<file path="src/rtl/bpb_pkg.sv">
// bpb_pkg: shared types, register codes and the divide-by-255 helper for the brush pixel blend
`default_nettype none
package bpb_pkg;

   // reciprocal of 255 in Q23, exact for dividends up to 66051
   localparam logic [31:0] RECIP_255   = 32'd32897;
   localparam int          RECIP_SHIFT = 23;
   localparam logic [8:0]  ALPHA_FULL  = 9'd256;
   localparam logic [7:0]  TONE_MAX    = 8'd255;

   // configuration register indexes
   typedef enum logic [2:0] {
      REG_ALPHA_Q8       = 3'd0,
      REG_PAINT_RED      = 3'd1,
      REG_PAINT_GREEN    = 3'd2,
      REG_PAINT_BLUE     = 3'd3,
      REG_COLOUR_PRESENT = 3'd4,
      REG_TOOL_MODE      = 3'd5,
      REG_BLEND_SELECT   = 3'd6,
      REG_SINGLE_CHANNEL = 3'd7
   } reg_index_type;

   // tool codes
   localparam logic [1:0] TOOL_PAINT  = 2'd0;
   localparam logic [1:0] TOOL_ERASE  = 2'd1;
   localparam logic [1:0] TOOL_SMUDGE = 2'd2;

   // blend codes
   localparam logic [1:0] BLEND_NORMAL   = 2'd0;
   localparam logic [1:0] BLEND_MULTIPLY = 2'd1;
   localparam logic [1:0] BLEND_SCREEN   = 2'd2;

   // where each channel's tone comes from
   typedef enum logic [2:0] {
      TONE_ZERO     = 3'd0,
      TONE_FULL     = 3'd1,
      TONE_COLOUR   = 3'd2,
      TONE_MULTIPLY = 3'd3,
      TONE_SCREEN   = 3'd4
   } tone_kind_type;

   typedef struct packed {
      logic [8:0] alpha_q8;
      logic [7:0] paint_red;
      logic [7:0] paint_green;
      logic [7:0] paint_blue;
      logic       colour_present;
      logic [1:0] tool_mode;
      logic [1:0] blend_select;
      logic       single_channel;
   } csr_type;

   typedef struct packed {
      logic [2:0] index;
      logic [8:0] value;
   } csr_word_type;

   typedef struct packed {
      logic [7:0] coverage;
      logic [7:0] old_c0;
      logic [7:0] old_c1;
      logic [7:0] old_c2;
   } req_word_type;

   typedef struct packed {
      logic [7:0] new_c0;
      logic [7:0] new_c1;
      logic [7:0] new_c2;
      logic       changed;
   } rsp_word_type;

   // per-stage load enables, stage one in bit zero
   typedef struct packed {
      logic [3:0] load;
   } stage_ctrl_type;

   // floor(x / 255) for x up to 65535
   function automatic logic [8:0] div255(input logic [15:0] x);
      logic [31:0] scaled;
      begin
         scaled = 32'(x) * RECIP_255;
         div255 = scaled[31:RECIP_SHIFT];
      end
   endfunction

   // tone source from tool, blend mode and target format
   function automatic tone_kind_type tone_kind(input csr_type c);
      tone_kind_type k;
      begin
         if (c.tool_mode == TOOL_ERASE) begin
            k = TONE_ZERO;
         end else if (c.tool_mode == TOOL_SMUDGE || c.single_channel || !c.colour_present) begin
            k = TONE_FULL;
         end else if (c.blend_select == BLEND_MULTIPLY) begin
            k = TONE_MULTIPLY;
         end else if (c.blend_select == BLEND_SCREEN) begin
            k = TONE_SCREEN;
         end else begin
            k = TONE_COLOUR;
         end
         tone_kind = k;
      end
   endfunction

endpackage
`default_nettype wire

</file>
<file path="src/rtl/bpb_stream_if.sv">
// bpb_stream_if: valid/ready channel carrying one word of a given type
`default_nettype none
interface bpb_stream_if #(parameter type word_type = logic);
   logic     valid;
   logic     ready;
   word_type data;

   modport source (output valid, output data, input ready);
   modport sink   (input valid, input data, output ready);
endinterface
`default_nettype wire

</file>
<file path="src/rtl/bpb_csr.sv">
// bpb_csr: configuration register file written through the csr channel
`default_nettype none
module bpb_csr (
   input  wire logic       clock,
   input  wire logic       reset,
   bpb_stream_if.sink      csr_chan,
   output bpb_pkg::csr_type csr
);

   // register values after reset
   localparam bpb_pkg::csr_type CSR_RESET = '{
      alpha_q8:       bpb_pkg::ALPHA_FULL,
      paint_red:      8'd0,
      paint_green:    8'd0,
      paint_blue:     8'd0,
      colour_present: 1'b1,
      tool_mode:      bpb_pkg::TOOL_PAINT,
      blend_select:   bpb_pkg::BLEND_NORMAL,
      single_channel: 1'b0
   };

   bpb_pkg::csr_type csr_ff;
   bpb_pkg::csr_type csr_in;
   bpb_pkg::csr_word_type word;

   assign csr_chan.ready = 1'b1;
   assign word = csr_chan.data;
   assign csr = csr_ff;

   // register write decode
   always_comb begin
      csr_in = csr_ff;
      if (csr_chan.valid) begin
         case (bpb_pkg::reg_index_type'(word.index))
            bpb_pkg::REG_ALPHA_Q8:       csr_in.alpha_q8       = word.value;
            bpb_pkg::REG_PAINT_RED:      csr_in.paint_red      = word.value[7:0];
            bpb_pkg::REG_PAINT_GREEN:    csr_in.paint_green    = word.value[7:0];
            bpb_pkg::REG_PAINT_BLUE:     csr_in.paint_blue     = word.value[7:0];
            bpb_pkg::REG_COLOUR_PRESENT: csr_in.colour_present = word.value[0];
            bpb_pkg::REG_TOOL_MODE:      csr_in.tool_mode      = word.value[1:0];
            bpb_pkg::REG_BLEND_SELECT:   csr_in.blend_select   = word.value[1:0];
            bpb_pkg::REG_SINGLE_CHANNEL: csr_in.single_channel = word.value[0];
            default: csr_in = csr_ff;
         endcase
      end
   end

   always_ff @(posedge clock) begin
      if (reset) begin
         csr_ff <= CSR_RESET;
      end else begin
         csr_ff <= csr_in;
      end
   end

endmodule
`default_nettype wire

</file>
<file path="src/rtl/bpb_ctrl.sv">
// bpb_ctrl: valid bits and load enables of the four pipeline stages
`default_nettype none
module bpb_ctrl (
   input  wire logic              clock,
   input  wire logic              reset,
   input  wire logic              in_valid,
   output logic                   in_ready,
   output logic                   out_valid,
   input  wire logic              out_ready,
   output bpb_pkg::stage_ctrl_type stage_ctrl
);

   logic [3:0] valid_ff;
   logic [3:0] valid_in;
   logic [3:0] load;

   // a stage loads when empty or when the one after it moves
   always_comb begin
      load[3] = !valid_ff[3] || out_ready;
      for (int k = 2; k >= 0; k--) begin
         load[k] = !valid_ff[k] || load[k+1];
      end
      valid_in[0] = load[0] ? in_valid : valid_ff[0];
      for (int k = 1; k < 4; k++) begin
         valid_in[k] = load[k] ? valid_ff[k-1] : valid_ff[k];
      end
   end

   always_ff @(posedge clock) begin
      if (reset) begin
         valid_ff <= '0;
      end else begin
         valid_ff <= valid_in;
      end
   end

   assign in_ready        = load[0];
   assign out_valid       = valid_ff[3];
   assign stage_ctrl.load = load;

`ifndef NO_ASSERTIONS
   // a waiting result word is never dropped
   a_out_held: assert property (@(posedge clock) disable iff (reset)
      (valid_ff[3] && !out_ready) |=> valid_ff[3])
      else $error("result word lost while stalled");

   // full pipeline with a stalled output takes nothing new
   a_full_blocks: assert property (@(posedge clock) disable iff (reset)
      ((&valid_ff) && !out_ready) |-> !in_ready)
      else $error("input taken while pipeline full");

   // an accepted word lands in stage one
   a_accept_lands: assert property (@(posedge clock) disable iff (reset)
      (in_valid && in_ready) |=> valid_ff[0])
      else $error("accepted word not in stage one");
`endif

endmodule
`default_nettype wire

</file>
<file path="src/rtl/bpb_weight.sv">
// bpb_weight: Q1.16 blend weight from coverage and strength, plus the changed flag
`default_nettype none
module bpb_weight (
   input  wire logic                   clock,
   input  wire bpb_pkg::stage_ctrl_type stage_ctrl,
   input  wire logic [7:0]             coverage,
   input  wire logic [8:0]             alpha_q8,
   output logic [16:0]                 weight,
   output logic                        changed
);

   logic [8:0]  alpha_sat;
   logic [15:0] prod_ff;
   logic [15:0] prod_in;
   logic [16:0] weight_ff;
   logic [16:0] weight_in;
   logic [3:0]  cov_nz_ff;
   logic [3:0]  cov_nz_in;

   // stage one: coverage times saturated strength
   always_comb begin
      alpha_sat = (alpha_q8 > bpb_pkg::ALPHA_FULL) ? bpb_pkg::ALPHA_FULL : alpha_q8;
      prod_in   = 16'(17'(coverage) * 17'(alpha_sat));
   end

   // stage two: p * 256 / 255 written as p + p / 255
   assign weight_in = 17'(prod_ff) + 17'(bpb_pkg::div255(prod_ff));

   // nonzero coverage flag travelling with its word
   always_comb begin
      cov_nz_in[0] = stage_ctrl.load[0] ? (coverage != 8'd0) : cov_nz_ff[0];
      for (int k = 1; k < 4; k++) begin
         cov_nz_in[k] = stage_ctrl.load[k] ? cov_nz_ff[k-1] : cov_nz_ff[k];
      end
   end

   always_ff @(posedge clock) begin
      if (stage_ctrl.load[0]) begin
         prod_ff <= prod_in;
      end
      if (stage_ctrl.load[1]) begin
         weight_ff <= weight_in;
      end
      cov_nz_ff <= cov_nz_in;
   end

   assign weight  = weight_ff;
   assign changed = cov_nz_ff[3];

endmodule
`default_nettype wire

</file>
<file path="src/rtl/bpb_lane.sv">
// bpb_lane: tone and mix datapath of one colour channel, four stages
`default_nettype none
module bpb_lane (
   input  wire logic                   clock,
   input  wire bpb_pkg::stage_ctrl_type stage_ctrl,
   input  wire logic [7:0]             old_value,
   input  wire logic [7:0]             colour,
   input  wire bpb_pkg::tone_kind_type kind,
   input  wire logic                   lane_on,
   input  wire logic [16:0]            weight,
   output logic [7:0]                  new_value
);

   // stage one registers
   logic [7:0]             old1_ff;
   logic [7:0]             colour1_ff;
   bpb_pkg::tone_kind_type kind1_ff;
   logic                   on1_ff;
   logic [15:0]            prod1_ff;
   logic [15:0]            prod1_in;
   logic [7:0]             mul_a;
   logic [7:0]             mul_b;
   // stage two registers
   logic [7:0]             old2_ff;
   logic                   on2_ff;
   logic [7:0]             tone2_ff;
   logic [7:0]             tone2_in;
   logic [8:0]             quot_full;
   logic [7:0]             quot;
   // stage three registers
   logic [7:0]             old3_ff;
   logic signed [25:0]     mix3_ff;
   logic signed [25:0]     mix3_in;
   logic signed [8:0]      diff;
   logic [16:0]            weight_eff;
   // stage four
   logic [7:0]             res_ff;
   logic [7:0]             res_in;
   logic [9:0]             sum;

   // stage one: product for multiply or screen
   always_comb begin
      if (kind == bpb_pkg::TONE_SCREEN) begin
         mul_a = bpb_pkg::TONE_MAX - old_value;
         mul_b = bpb_pkg::TONE_MAX - colour;
      end else begin
         mul_a = old_value;
         mul_b = colour;
      end
      prod1_in = 16'(mul_a) * 16'(mul_b);
   end

   // stage two: divide by 255 and pick the tone
   always_comb begin
      quot_full = bpb_pkg::div255(prod1_ff);
      quot      = quot_full[7:0];
      case (kind1_ff)
         bpb_pkg::TONE_ZERO:     tone2_in = 8'd0;
         bpb_pkg::TONE_FULL:     tone2_in = bpb_pkg::TONE_MAX;
         bpb_pkg::TONE_COLOUR:   tone2_in = colour1_ff;
         bpb_pkg::TONE_MULTIPLY: tone2_in = quot;
         bpb_pkg::TONE_SCREEN:   tone2_in = bpb_pkg::TONE_MAX - quot;
         default:                tone2_in = colour1_ff;
      endcase
   end

   // stage three: (tone - old) * weight, unused lanes get no weight
   always_comb begin
      diff       = $signed({1'b0, tone2_ff}) - $signed({1'b0, old2_ff});
      weight_eff = on2_ff ? weight : 17'd0;
      mix3_in    = 26'(diff) * 26'($signed({1'b0, weight_eff}));
   end

   // stage four: old plus floored step, stays within 0..255
   always_comb begin
      sum    = 10'(old3_ff) + 10'(mix3_ff[25:16]);
      res_in = sum[7:0];
   end

   always_ff @(posedge clock) begin
      if (stage_ctrl.load[0]) begin
         old1_ff    <= old_value;
         colour1_ff <= colour;
         kind1_ff   <= kind;
         on1_ff     <= lane_on;
         prod1_ff   <= prod1_in;
      end
      if (stage_ctrl.load[1]) begin
         old2_ff  <= old1_ff;
         on2_ff   <= on1_ff;
         tone2_ff <= tone2_in;
      end
      if (stage_ctrl.load[2]) begin
         old3_ff <= old2_ff;
         mix3_ff <= mix3_in;
      end
      if (stage_ctrl.load[3]) begin
         res_ff <= res_in;
      end
   end

   assign new_value = res_ff;

endmodule
`default_nettype wire

</file>
<file path="src/rtl/brush_pixel_blend_top.sv">
// brush_pixel_blend_top: stamp coverage blend of one pixel per word, four-stage pipeline
// a request word accepted into stage one moves on through stages two and three and is held
// in the stage four output register until the receiver takes it
// throughput: one word per cycle while results are taken, every stage moves whenever the stage after it can take
// the output register holds a result until taken while earlier stages keep filling
// reset: synchronous, clears all stage valid bits and loads the register defaults
`default_nettype none
module brush_pixel_blend_top (
   input  wire logic  clock,
   input  wire logic  reset,
   bpb_stream_if.sink   req_chan,
   bpb_stream_if.source rsp_chan,
   bpb_stream_if.sink   csr_chan
);

   bpb_pkg::csr_type        csr;
   bpb_pkg::stage_ctrl_type stage_ctrl;
   bpb_pkg::req_word_type   req_word;
   bpb_pkg::rsp_word_type   rsp_word;
   bpb_pkg::tone_kind_type  kind;
   logic [16:0]             weight;
   logic                    changed;
   logic [7:0]              new_c0;
   logic [7:0]              new_c1;
   logic [7:0]              new_c2;
   logic                    colour_on;

   assign req_word  = req_chan.data;
   assign kind      = bpb_pkg::tone_kind(csr);
   assign colour_on = !csr.single_channel;

   // register file
   bpb_csr u_csr (
      .clock    (clock),
      .reset    (reset),
      .csr_chan (csr_chan),
      .csr      (csr)
   );

   // pipeline flow control
   bpb_ctrl u_ctrl (
      .clock      (clock),
      .reset      (reset),
      .in_valid   (req_chan.valid),
      .in_ready   (req_chan.ready),
      .out_valid  (rsp_chan.valid),
      .out_ready  (rsp_chan.ready),
      .stage_ctrl (stage_ctrl)
   );

   // blend weight
   bpb_weight u_weight (
      .clock      (clock),
      .stage_ctrl (stage_ctrl),
      .coverage   (req_word.coverage),
      .alpha_q8   (csr.alpha_q8),
      .weight     (weight),
      .changed    (changed)
   );

   // blue or gray lane
   bpb_lane u_lane0 (
      .clock      (clock),
      .stage_ctrl (stage_ctrl),
      .old_value  (req_word.old_c0),
      .colour     (csr.paint_blue),
      .kind       (kind),
      .lane_on    (1'b1),
      .weight     (weight),
      .new_value  (new_c0)
   );

   // green lane, passed through for grayscale
   bpb_lane u_lane1 (
      .clock      (clock),
      .stage_ctrl (stage_ctrl),
      .old_value  (req_word.old_c1),
      .colour     (csr.paint_green),
      .kind       (kind),
      .lane_on    (colour_on),
      .weight     (weight),
      .new_value  (new_c1)
   );

   // red lane, passed through for grayscale
   bpb_lane u_lane2 (
      .clock      (clock),
      .stage_ctrl (stage_ctrl),
      .old_value  (req_word.old_c2),
      .colour     (csr.paint_red),
      .kind       (kind),
      .lane_on    (colour_on),
      .weight     (weight),
      .new_value  (new_c2)
   );

   // result word
   always_comb begin
      rsp_word.new_c0  = new_c0;
      rsp_word.new_c1  = new_c1;
      rsp_word.new_c2  = new_c2;
      rsp_word.changed = changed;
   end

   assign rsp_chan.data = rsp_word;

endmodule
`default_nettype wire

</file>
<file path="src/flat_wrapper.sv">
// flat-port wrapper written by rule: the top's interface ports become plain ports
module brush_pixel_blend_top_flat 
  (clock, reset, req_chan_valid, req_chan_data, req_chan_ready, rsp_chan_valid, rsp_chan_data, rsp_chan_ready, csr_chan_valid, csr_chan_data, csr_chan_ready);
  bpb_stream_if #(.word_type(bpb_pkg::req_word_type)) req_chan_i ();
  bpb_stream_if #(.word_type(bpb_pkg::rsp_word_type)) rsp_chan_i ();
  bpb_stream_if #(.word_type(bpb_pkg::csr_word_type)) csr_chan_i ();
  input  wire logic clock;
  input  wire logic reset;
  input wire logic [$bits(req_chan_i.valid)-1:0] req_chan_valid;
  input wire logic [$bits(req_chan_i.data)-1:0] req_chan_data;
  output wire logic [$bits(req_chan_i.ready)-1:0] req_chan_ready;
  output wire logic [$bits(rsp_chan_i.valid)-1:0] rsp_chan_valid;
  output wire logic [$bits(rsp_chan_i.data)-1:0] rsp_chan_data;
  input wire logic [$bits(rsp_chan_i.ready)-1:0] rsp_chan_ready;
  input wire logic [$bits(csr_chan_i.valid)-1:0] csr_chan_valid;
  input wire logic [$bits(csr_chan_i.data)-1:0] csr_chan_data;
  output wire logic [$bits(csr_chan_i.ready)-1:0] csr_chan_ready;
  assign req_chan_i.valid = req_chan_valid;
  assign req_chan_i.data = req_chan_data;
  assign req_chan_ready = req_chan_i.ready;
  assign rsp_chan_valid = rsp_chan_i.valid;
  assign rsp_chan_data = rsp_chan_i.data;
  assign rsp_chan_i.ready = rsp_chan_ready;
  assign csr_chan_i.valid = csr_chan_valid;
  assign csr_chan_i.data = csr_chan_data;
  assign csr_chan_ready = csr_chan_i.ready;
  brush_pixel_blend_top u_core (.clock(clock), .reset(reset), .req_chan(req_chan_i), .rsp_chan(rsp_chan_i), .csr_chan(csr_chan_i));
endmodule
</file>
<file path="config.mk">
export PLATFORM = sky130hd
export DESIGN_NAME = brush_pixel_blend_top_flat
export DESIGN_NICKNAME = d
export VERILOG_FILES = /design/src/rtl/bpb_pkg.sv /design/src/rtl/bpb_stream_if.sv /design/src/rtl/bpb_csr.sv /design/src/rtl/bpb_ctrl.sv /design/src/rtl/bpb_weight.sv /design/src/rtl/bpb_lane.sv /design/src/rtl/brush_pixel_blend_top.sv /design/src/flat_wrapper.sv
export SDC_FILE = /design/constraint.sdc
export NUM_CORES = 2
export LEC_CHECK = 0
export ABC_AREA = 1
export BUFFER_PORTS_ARGS = -buffer_cell sky130_fd_sc_hd__buf_2
export CORE_ASPECT_RATIO = 0.8
export CORE_UTILIZATION = 40
export DETAILED_ROUTE_END_ITERATION = 8
export HOLD_SLACK_MARGIN = 0.06
export MAX_ROUTING_LAYER = met4
export PLACE_DENSITY_LB_ADDON = 0.2
export SLEW_MARGIN = 15
export SYNTH_ARGS = -nofsm -noshare
export SYNTH_HDL_FRONTEND = slang
export SYNTH_SLANG_ARGS = --single-unit
</file>
<file path="constraint.sdc">
create_clock -name clock -period 15.36 [get_ports clock]
set_clock_uncertainty 0.2 [all_clocks]
set_input_delay 3.072 -clock clock [delete_from_list [all_inputs] [get_ports clock]]
set_output_delay 3.072 -clock clock [all_outputs]
set_load 0.02 [all_outputs]
</file>
==> impl_summary.txt <==
----------------------------------------------------
[Status]
  Run status ... completed

[Synthesis]
  Post-synthesis cell area ... 40450 um2
  Simple-gate share of the synthesized area ... 18.00%
  Sequential fraction of the synthesis area ... 21.28%
  Synthesized instance count ... 4727
  Count of distinct cell types in the synthesized netlist ... 47
  Adder and majority cell fraction of the synthesized area ... 42.15%
  Most used flip-flop cell after synthesis ... sky130_fd_sc_hd__edfxtp_1
  Combinational family with the most area after synthesis ... adder cells
  Yosys reg bits ... 301
  EDFF count, synth ... 258
  Leading area contributor after synthesis ... sky130_fd_sc_hd__fa_1
  Mean instance size in the synthesized netlist ... 8.557 um2
  Xor/xnor share of the synthesized area ... 4.006%
  Fraction of registers with async set/reset ... 0%
  Number of nets in the synthesized netlist ... 5856
  Count of yosys warnings during synthesis ... 0
  Mux cell area share after synthesis ... 0%
  Portion of synthesized cell area occupied by the leading cell type ... 23.31%
  Most frequent cell after synthesis ... sky130_fd_sc_hd__nand2_1
  Main area contributors after synthesis ... sky130_fd_sc_hd__fa_1 23%, sky130_fd_sc_hd__edfxtp_1 19%, sky130_fd_sc_hd__ha_1 19%
  Synth Area in Compound Gates ... 5.834%
  Leading post-synthesis cells by instance count ... 918 x sky130_fd_sc_hd__nand2_1, 835 x sky130_fd_sc_hd__inv_1, 616 x sky130_fd_sc_hd__nor2_1, 609 x sky130_fd_sc_hd__ha_1, 471 x sky130_fd_sc_hd__fa_1

[CTS]
  CTS Sinks ... 301
  CTS H-Tree Depth ... 2
  # resized after CTS ... 0
  Quantity of hold-fixing buffers added after cts ... 0
  Clock tree from TritonCTS ... built
  Buffer count from post-CTS setup fixing ... 0
  Clock latency at the later pin of the worst-skew pair ... 0.59 ns
  CTS max path bufs ... 3
  Worst-path clk slew ... 0.05 ns
  CTS Buf Count ... 40
  Cell chosen for the clock root ... sky130_fd_sc_hd__clkbuf_16

[Drt]
  Vias per inst ... 4.988
  Detailed Route Iter0 Violations ... 2024
  Drt first pass iters ... 6
  Average wire length per cell after detail routing ... 16.77 um
  Antenna viol nets, final ... 0
  Count of vias placed by the detailed router ... 30.60k
  DRT Wirelength ... 102900 um
  DRC viols ... 0

[Finish]
  Finished Core Util ... 43.83%
  Fraction of layout instances using a drive strength above 1 ... 4.002%
  Nets ... 5921
  Syn-to-layout area delta ... 7.798%
  Non-Filler Cell Area, Final ... 43600 um2
  # fillers ... 10.01k

[Placed design]
  Routability-driven placement congestion ratio ... 0.9351
  HPWL reported at the end of detailed placement ... 84860 um
  Standard cell area after detailed placement ... 42310 um2
  Count of input and output buffers ... 75

[Min path]
  Hold Path Stages ... 0
  Classification of the worst-slack hold path ... flop to flop

[Timing]
  Portion of the clock cycle consumed by the worst path in the final layout ... 58.06%
  Final Setup Violations ... 0
  Max frequency ... 112.1 MHz
  Unrepaired setup endpoints after global routing ... no
  Worst-margin pin slew ... 1.096 ns
  Setup total negative slack ... 0 ns
  Number of hold violations in the final report ... 0
  Fin crit period ... 8.918 ns
  Max Slew Vio Count ... 0
  Max_slew headroom ... 26.93%

[Worst setup path]
  Worst Setup End Kind ... primary output
  Arr. time, crit path ... 5.65 ns
  Length in cells of the worst reg-to-reg path ... 25
  Worst path cell trace ... buf_2 > nor2_1 > inv_2 > buf_4 > nor2_1 > inv_2 > buf_4 > nor2_1 > nand2_4 > buf_2
  Max stage delay on crit path ... 0.69 ns
  Startpoint-to-endpoint class of the critical path ... input pin to primary output
  Required time of the critical path ... 12.09 ns
  Maximum net fanout on the critical path ... 64
  Critical path's most frequent cell ... sky130_fd_sc_hd__nor2_1
  Kind of start point of the critical path ... input pin
  Worst-path cell with the longest stage delay ... sky130_fd_sc_hd__nand2_4

[Floorplan]
  Starting utilization of the core area ... 40.66%
  Floorplan die area ... 102400 um2
  CORE AREA ... 99490 um2
  Die Ht ... 286.4 um
  Site Rows ... 103
  Die Wd ... 357.5 um
  I/O pin cnt ... 77

[GRT]
  First-pass GRT wire length ... 165900 um
  Overall Global Routing Usage ... 21.18%
  Largest net degree at the start of global routing ... 68
  Vias in the first global route ... 30.21k
  Remaining global-route overflow ... 0
  Antenna violations before repair ... 3

[Flow run]
  Number of maximum-capacitance constraint violations ... 0

----------------------------------------------------
==> critical path, delay by kind of cell <==
kind,cells,cell delay [ns]
buffers and inverters,6,1.47
and+or+nand+nor,4,1.08
==> registers in the layout (all words and copies together) (netlist names), 16 cells and up <==
name	flops
u_core.u_weight.prod_ff	16
u_core.u_lane0.prod1_ff	16
u_core.u_weight.weight	17
u_core.u_csr.csr	39
u_core.u_lane1.prod1_ff	16
u_core.u_lane2.prod1_ff	16
==> worst paths after layout <==
| kind | from | end | slack, ns |
|---|---|---|---|
| worst min-delay path | u_core.u_weight.cov_nz_ff[0]$_DFFE_PP_ | u_core.u_weight.cov_nz_ff[1]$_DFFE_PP_ | 0.22 |
| worst max register to register | u_core.u_lane1.old2_ff[0]$_DFFE_PP_ | u_core.u_lane1.mix3_ff[23]$_DFFE_PP_ | 8.46 |
| worst max-delay path | rsp_chan_ready | req_chan_ready | 6.44 |
| worst min register to register | u_core.u_weight.cov_nz_ff[0]$_DFFE_PP_ | u_core.u_weight.cov_nz_ff[1]$_DFFE_PP_ | 0.22 |
==> cell type report <==
type / instances / area (um2) / share of cell area (%)
Inverter: 847 / 3179 / 7.291
Sequential cell: 301 / 8608 / 19.74
Tap cell: 1312 / 1642 / 3.765
Timing Repair Buffer: 99 / 555.5 / 1.274
Antenna cell: 1 / 2.502 / 0.005739
Clock inverter: 27 / 235.2 / 0.5395
Multi-Input combinational cell: 3503 / 28330 / 64.97
Clock buffer: 45 / 1051 / 2.410
==> metrics by stage <==
stage	setup slack (ns)	hold WS [ns]	instances
2_1_floorplan	4.512	0.2003	4727
3_3_place_gp	6.296	0.2030	6062
3_5_place_dp	6.328	0.2066	6062
4_1_cts	6.327	0.2127	6134
5_1_grt	6.184	0.2231	6135
6_report	6.442	0.2152	6135
==> per-layer routing <==
layer	global-route usage, %	wire [um]
met2	30.04	42350
met1	32.44	53360
met5	-	0
met3	2.614	5935
met4	3.312	1217
==> layout by cell type, fill, tap and decap left out, types with 4 or more instances in the layout <==
master	instances
sky130_fd_sc_hd__clkinv_2	12
sky130_fd_sc_hd__a21boi_0	4
sky130_fd_sc_hd__xnor2_1	78
sky130_fd_sc_hd__nand3_1	157
sky130_fd_sc_hd__o21ai_0	150
sky130_fd_sc_hd__xor2_1	92
sky130_fd_sc_hd__clkbuf_16	41
sky130_fd_sc_hd__buf_4	24
sky130_fd_sc_hd__edfxtp_1	258
sky130_fd_sc_hd__a21oi_1	206
sky130_fd_sc_hd__nand3b_1	7
sky130_fd_sc_hd__ha_1	609
sky130_fd_sc_hd__nor4_1	11
sky130_fd_sc_hd__inv_1	832
sky130_fd_sc_hd__clkinv_1	7
sky130_fd_sc_hd__a31oi_1	15
sky130_fd_sc_hd__nand2_1	917
sky130_fd_sc_hd__dfxtp_1	43
sky130_fd_sc_hd__a21o_1	20
sky130_fd_sc_hd__nor3_1	24
sky130_fd_sc_hd__fa_1	471
sky130_fd_sc_hd__nand4_1	62
sky130_fd_sc_hd__and2_1	6
sky130_fd_sc_hd__nor2_1	616
sky130_fd_sc_hd__o21bai_1	12
sky130_fd_sc_hd__o21a_1	12
sky130_fd_sc_hd__buf_2	75
sky130_fd_sc_hd__inv_2	11
==> cells by family (layout without fill, tap and decap cells) <==
logic type / after synthesis / in the layout
xor+xnor: 176 / 176
buf+inv: 923 / 1018
compound gates: 436 / 436
other cells: 1 / 2
fa+ha+maj: 1080 / 1080
flops: 301 / 301
simple gates: 1810 / 1810
Power is not shown: default switching activity piles up to over one toggle a cycle in this logic, so the estimate is an artifact.
